### config.mk
export PLATFORM = sky130hd
export DESIGN_NAME = log_keyword_classifier
export DESIGN_NICKNAME = d
export VERILOG_FILES = /design/src/rtl/core/lkc_pkg.sv /design/src/rtl/core/log_keyword_classifier.sv
export SDC_FILE = /design/constraint.sdc
export NUM_CORES = 1
export LEC_CHECK = 0
export ABC_AREA = 1
export BUFFER_PORTS_ARGS = -buffer_cell sky130_fd_sc_hd__buf_2
export CORE_MARGIN = 5
export CORE_UTILIZATION = 40
export DETAILED_ROUTE_END_ITERATION = 6
export PLACE_DENSITY = 0.65
export SETUP_SLACK_MARGIN = 0.15
export SLEW_MARGIN = 10
export SYNTH_ARGS = -nofsm -noshare
export SYNTH_HDL_FRONTEND = slang
export SYNTH_SLANG_ARGS = --single-unit
### constraint.sdc
create_clock -name clk -period 1.9 [get_ports clk]
set_input_delay 0.38 -clock clk [delete_from_list [all_inputs] [get_ports clk]]
set_output_delay 0.38 -clock clk [all_outputs]
set_load 0.05 [all_outputs]
### src/rtl/core/lkc_pkg.sv
// Package for the log keyword classifier: window types, keyword table, category codes.
`default_nettype none

package lkc_pkg;

  localparam int HIST_LEN = 13;
  localparam int WIN_LEN  = HIST_LEN + 1;
  localparam int KW_COUNT = 9;
  localparam int GRP_COUNT = 4;

  typedef logic [7:0] byte_t;
  typedef logic [HIST_LEN-1:0][7:0] hist_t;
  // Element 0 is the newest byte, element WIN_LEN-1 the oldest.
  typedef logic [WIN_LEN-1:0][7:0] win_t;
  typedef logic [GRP_COUNT-1:0] groups_t;

  typedef enum logic [2:0] {
    CAT_AUTH    = 3'd0,
    CAT_KERNEL  = 3'd1,
    CAT_NETWORK = 3'd2,
    CAT_STORAGE = 3'd3,
    CAT_SYSTEM  = 3'd4
  } category_t;

  typedef enum logic [1:0] {
    GRP_AUTH    = 2'd0,
    GRP_KERNEL  = 2'd1,
    GRP_NETWORK = 2'd2,
    GRP_STORAGE = 2'd3
  } group_t;

  // Keyword text is right-aligned, so its last character sits in byte 0.
  localparam win_t KW_TEXT [KW_COUNT] = '{
    win_t'("sudo"),
    win_t'("authentication"),
    win_t'("login"),
    win_t'("password"),
    win_t'("kernel"),
    win_t'("network"),
    win_t'("connection"),
    win_t'("disk"),
    win_t'("filesystem")
  };

  localparam logic [3:0] KW_LEN [KW_COUNT] = '{
    4'd4, 4'd14, 4'd5, 4'd8, 4'd6, 4'd7, 4'd10, 4'd4, 4'd10
  };

  localparam group_t KW_GROUP [KW_COUNT] = '{
    GRP_AUTH, GRP_AUTH, GRP_AUTH, GRP_AUTH,
    GRP_KERNEL,
    GRP_NETWORK, GRP_NETWORK,
    GRP_STORAGE, GRP_STORAGE
  };

  // ASCII upper case folds to lower case; everything else passes unchanged.
  function automatic byte_t fold_byte(input byte_t b);
    if (b >= 8'h41 && b <= 8'h5A) begin
      return b + 8'd32;
    end
    return b;
  endfunction

  // Groups of every keyword that ends at the newest byte of the window.
  function automatic groups_t keyword_groups(input win_t win);
    groups_t grp;
    logic    hit;
    grp = '0;
    for (int k = 0; k < KW_COUNT; k++) begin
      hit = 1'b1;
      for (int j = 0; j < WIN_LEN; j++) begin
        if (j < int'(KW_LEN[k]) && win[j] != KW_TEXT[k][j]) begin
          hit = 1'b0;
        end
      end
      if (hit) begin
        grp[KW_GROUP[k]] = 1'b1;
      end
    end
    return grp;
  endfunction

endpackage

`default_nettype wire

### src/rtl/core/log_keyword_classifier.sv
// Top level of the log keyword classifier: byte window, group flags and result register.
`default_nettype none

// The block takes a log message one byte per transaction, folds ASCII upper case to
// lower case and compares the last fourteen bytes against nine fixed keywords in
// parallel. Each keyword belongs to one of four groups (auth, kernel, network,
// storage), and a match sets that group's sticky flag. On the byte marked as the
// end of the message, one result transaction carries the category code of the
// first flagged group in the order auth, kernel, network, storage, or system when
// none is flagged; the window and the flags are then cleared so that no keyword
// spans two messages. Bytes that are not the last give no result. Throughput is
// one byte per clock cycle: the keyword compares sit between the window registers
// and the result register, and the result register lets a new byte in while a
// finished code is being taken by the consumer. A result appears in the cycle
// after its final byte is accepted. The input stalls only while a code is held
// and the consumer is not ready.
module log_keyword_classifier
  import lkc_pkg::*;
(
  input  wire logic       clk,
  input  wire logic       rst_n,
  input  wire logic       in_valid,
  output logic            in_ready,
  input  wire logic [7:0] in_msg_byte,
  input  wire logic       in_end_of_message,
  output logic            out_valid,
  input  wire logic       out_ready,
  output logic [2:0]      out_category_code
);

  hist_t     recent_r, recent_nxt;
  groups_t   flags_r, flags_nxt;
  logic      out_valid_r, out_valid_nxt;
  category_t code_r, code_nxt;

  byte_t     cur_byte;
  win_t      window;
  groups_t   flags_all;
  logic      in_fire;

  // A new byte is taken whenever the result register is empty or being emptied.
  assign in_ready = !out_valid_r || out_ready;
  assign in_fire  = in_valid && in_ready;

  assign cur_byte  = fold_byte(in_msg_byte);
  assign window    = {recent_r, cur_byte};
  assign flags_all = flags_r | keyword_groups(window);

  always_comb begin
    priority if (flags_all[GRP_AUTH]) begin
      code_nxt = CAT_AUTH;
    end else if (flags_all[GRP_KERNEL]) begin
      code_nxt = CAT_KERNEL;
    end else if (flags_all[GRP_NETWORK]) begin
      code_nxt = CAT_NETWORK;
    end else if (flags_all[GRP_STORAGE]) begin
      code_nxt = CAT_STORAGE;
    end else begin
      code_nxt = CAT_SYSTEM;
    end
  end

  always_comb begin
    recent_nxt    = recent_r;
    flags_nxt     = flags_r;
    out_valid_nxt = out_valid_r && !out_ready;
    if (in_fire) begin
      if (in_end_of_message) begin
        // The message is complete: start the next one from a clean window.
        recent_nxt    = '0;
        flags_nxt     = '0;
        out_valid_nxt = 1'b1;
      end else begin
        recent_nxt = {recent_r[HIST_LEN-2:0], cur_byte};
        flags_nxt  = flags_all;
      end
    end
  end

  always_ff @(posedge clk) begin
    if (!rst_n) begin
      recent_r    <= '0;
      flags_r     <= '0;
      out_valid_r <= 1'b0;
    end else begin
      recent_r    <= recent_nxt;
      flags_r     <= flags_nxt;
      out_valid_r <= out_valid_nxt;
    end
  end

  // The code register needs no reset; it is only read while the valid flag is set.
  always_ff @(posedge clk) begin
    if (in_fire && in_end_of_message) begin
      code_r <= code_nxt;
    end
  end

  assign out_valid         = out_valid_r;
  assign out_category_code = code_r;

`ifndef SYNTH
  // The final byte of a message always produces a result in the next cycle.
  a_last_gives_result: assert property (@(posedge clk) disable iff (!rst_n)
    (in_fire && in_end_of_message) |=> out_valid_r)
    else $error("final byte accepted without a result transaction");

  // After a message ends, the window and the group flags start from zero.
  a_clear_after_last: assert property (@(posedge clk) disable iff (!rst_n)
    (in_fire && in_end_of_message) |=> (recent_r == '0 && flags_r == '0))
    else $error("window or flags not cleared after the end of a message");

  // The input stalls only behind a held result.
  a_stall_reason: assert property (@(posedge clk) disable iff (!rst_n)
    !in_ready |-> (out_valid_r && !out_ready))
    else $error("input stalled without a pending result");

  // A delivered code always lies in the defined range.
  a_code_range: assert property (@(posedge clk) disable iff (!rst_n)
    out_valid_r |-> (code_r <= CAT_SYSTEM))
    else $error("category code out of range");
`endif

endmodule

`default_nettype wire

==> results.json <==
{
  "dieHeight_um": 124.2,
  "critPathKind": "reg -> reg",
  "setup_tns_ns": 0,
  "cpLargestDelayFamily": "simple AND/OR/NAND/NOR gates",
  "io_pins": 18,
  "postCtsHoldBufs": 0,
  "syn_area_um2": 5220,
  "hpwl_um": 8603,
  "syn_area_per_cell_um2": 6.517,
  "drt_iter0_drc": 516,
  "status": "finished with violations",
  "numCtsBuffers": 9,
  "seq_area_frac_synth_pct": 43.53,
  "total_power_w": 0.004614,
  "io_buffers": 17,
  "tritoncts": "built",
  "grt_pass1_wl_um": 21740,
  "core_um2": 12720,
  "cts_root_buf": "clkbuf_16",
  "antenna_found_initial": 0,
  "start_util_pct": 41.03,
  "area_growth_pct": 18.24,
  "timing.fmax_ghz": 0.5864,
  "dp_cells": 973,
  "worstHoldPathType": "in -> reg",
  "dieArea_um2": 15430,
  "syn-num-nets": 815,
  "tightest_slew_ns": 0.5531,
  "p_leak_nw": 2.030,
  "cp-end-kind": "register",
  "required_ns": 2.02,
  "slew_viol_final": 0,
  "drt_wl_total_um": 13070,
  "rsz0062_at_grt": "true",
  "critical_path.startpoint_type": "register",
  "crit_chain": "nor2_2 > nand3_1 > nor4_1 > nand3_1 > nor2_2 > nand3b_1 > nand4_1 > nor2_1",
  "grt_max_degree": 84,
  "post-route-period-util_pct": 89.75,
  "drc": 1,
  "routabilityCongestion": 0.9414,
  "slowest_delay_ns": 0.34,
  "n_antenna_cell": 0,
  "fin_crit_ns": 1.705,
  "drive_gt1_share_pct": 18.54,
  "cts_sinks": 112,
  "fill_cells": 1294,
  "place_ws_ns": 0.01428,
  "overflow": 0,
  "setup_viol": 0,
  "grt_pass1_vias": 4410,
  "drtAntennaViolNets": 0,
  "finalHoldViolations": 0,
  "grtUsageTotal_pct": 16.54,
  "ys_ff_latch": 112,
  "crit_path_top_delay_cell": "dfxtp_1",
  "critPathBufInv": 0,
  "dr.pass1.iters": 7,
  "vdd_ir_drop_max_v": 0.0004689,
  "wl_per_cell_um": 13.18,
  "die_width_um": 124.2,
  "core.rowCount": 41,
  "arrival_ns": 1.82,
  "maxCapViolCount": 0,
  "htree_levels": 3,
  "clk_pin_slew_ns": 0.07,
  "syn_inst": 801,
  "yosysWarnings": 0,
  "fin_skew_ns": 0.01111,
  "cts_max_path_buffers": 2,
  "final.setup.worst_slack_ns": 0.1947,
  "power_density_nw_per_um2": 747.6,
  "slew_headroom_pct": 62.74,
  "crit_fanout": 4,
  "synth.distinct_cells": 29,
  "drt-vias-per-instance": 5.053,
  "vias": 5013,
  "violations": "DRC",
  "insertion_delay_ns": 0.36,
  "stdcell_count": 992,
  "num-nets-final": 829
}
routing by layer:
| metal | global-route usage, % | vias to the layer above | routed length (um) |
|---|---|---|---|
| met2 | 23.95 | 116 | 5815 |
| met5 | 0 | - | 0 |
| met4 | 5.416 | 0 | 168 |
| li1 | - | 2565 | - |
| met1 | 24.38 | 2317 | 6553 |
| met3 | 3.431 | 15 | 535 |
stage by stage:
step,hold WS (ns),utilization [%],area [um^2]
2_1_floorplan,0.4330,-,5225
3_3_place_gp,0.4555,43.83,5577
3_5_place_dp,0.4588,43.83,5577
4_1_cts,0.2619,46.24,5883
5_1_grt,0.2918,48.51,6172
6_report,0.2585,48.51,6172
layout by cell type, fill, tap and decap left out, types with 2 or more instances in the layout:
cell,n
a21oi_1,107
nor2_1,69
nor3_2,4
edfxtp_1,3
buf_4,16
dfxtp_2,29
nand2_2,9
nor3_4,3
nor2_4,11
dfxtp_1,73
nor2_2,14
buf_12,4
nand3_1,21
nand2_1,291
clkbuf_16,9
nor4_1,2
nand3b_1,6
nor3_1,6
nor3b_2,2
clkbuf_1,3
o21ai_1,2
inv_2,9
buf_2,17
nand4_1,13
nor4_2,2
dfxtp_4,7
o21ai_0,2
nand2_4,2
nand3_2,8
inv_1,65
final cells by class:
cell class / instances / area [um^2] / share of cell area (%)
Timing Repair Buffer: 37 / 285.3 / 4.622
Clock inverter: 3 / 50.05 / 0.8109
Clock buffer: 13 / 250.2 / 4.054
Sequential cell: 112 / 2335 / 37.83
Multi-Input combinational cell: 581 / 2759 / 44.70
Tap cell: 172 / 215.2 / 3.487
Inverter: 74 / 277.8 / 4.500
timing repair:
item | CTS | global route
resized for setup | 2 | 97
buffers inserted | 0 | 3
pin swaps | 0 | 15
setup endpoints to repair | 3 | 7
report_power, final:
| part | internal [W] | switching [W] | leakage, nW |
|---|---|---|---|
| Sequential | 0.00236 | 0.0000132 | 0.924 |
| Clock | 0.00107 | 0.000898 | 0.146 |
| Combinational | 0.0000716 | 0.000199 | 0.960 |
| Total | 0.00350 | 0.00111 | 2.03 |
synthesized netlist by cell type (all sizes together):
library cell / number / area, um^2
ha: 1 / 12.51
or2: 1 / 6.260
nor3b: 2 / 20.02
and3: 1 / 6.260
a21oi: 107 / 535.5
and2: 1 / 6.260
a211oi: 1 / 7.510
buf: 11 / 53.80
nor2: 94 / 372.8
nand3: 30 / 175.2
nand4: 14 / 93.84
o21ai: 4 / 20.02
edfxtp: 3 / 90.09
nor4: 4 / 25.02
clkbuf: 23 / 86.33
inv: 74 / 277.8
nor3: 13 / 65.06
dfxtp: 109 / 2182
nand2: 302 / 1139
nand3b: 6 / 45.04
cells by family after synthesis:
logic type | Yosys count | share of synthesized area (%)
AND/OR/NAND/NOR | 468 | 37.44
AO/OA/AOI/OAI | 112 | 10.79
flip-flops | 112 | 43.53
buffers and inverters | 108 | 8.006
adder cells (fa/ha/maj) | 1 | 0.2397
sequential cells by signal, indices dropped and copies added (netlist names):
| register | cells |
|---|---|
| out_category_code | 3 |
| recent_r | 104 |
| out_valid | 1 |
| flags_r | 4 |
tightest hold or removal path, stage by stage:
cell and delay, ns:
buf_2 0.11, nand2_1 0.06, inv_1 0.04
worst paths after layout:
check / from / to / slack [ns] / cells past startpoint
max: recent_r[48] / out_category_code[2] / 0.19 / 8
min: rst_n / out_valid / 0.26 / 3
max reg2reg: recent_r[48] / out_category_code[2] / 0.19 / 8
min reg2reg: recent_r[98] / recent_r[98] / 0.47 / 2
Power figures use the tool's default switching activity.
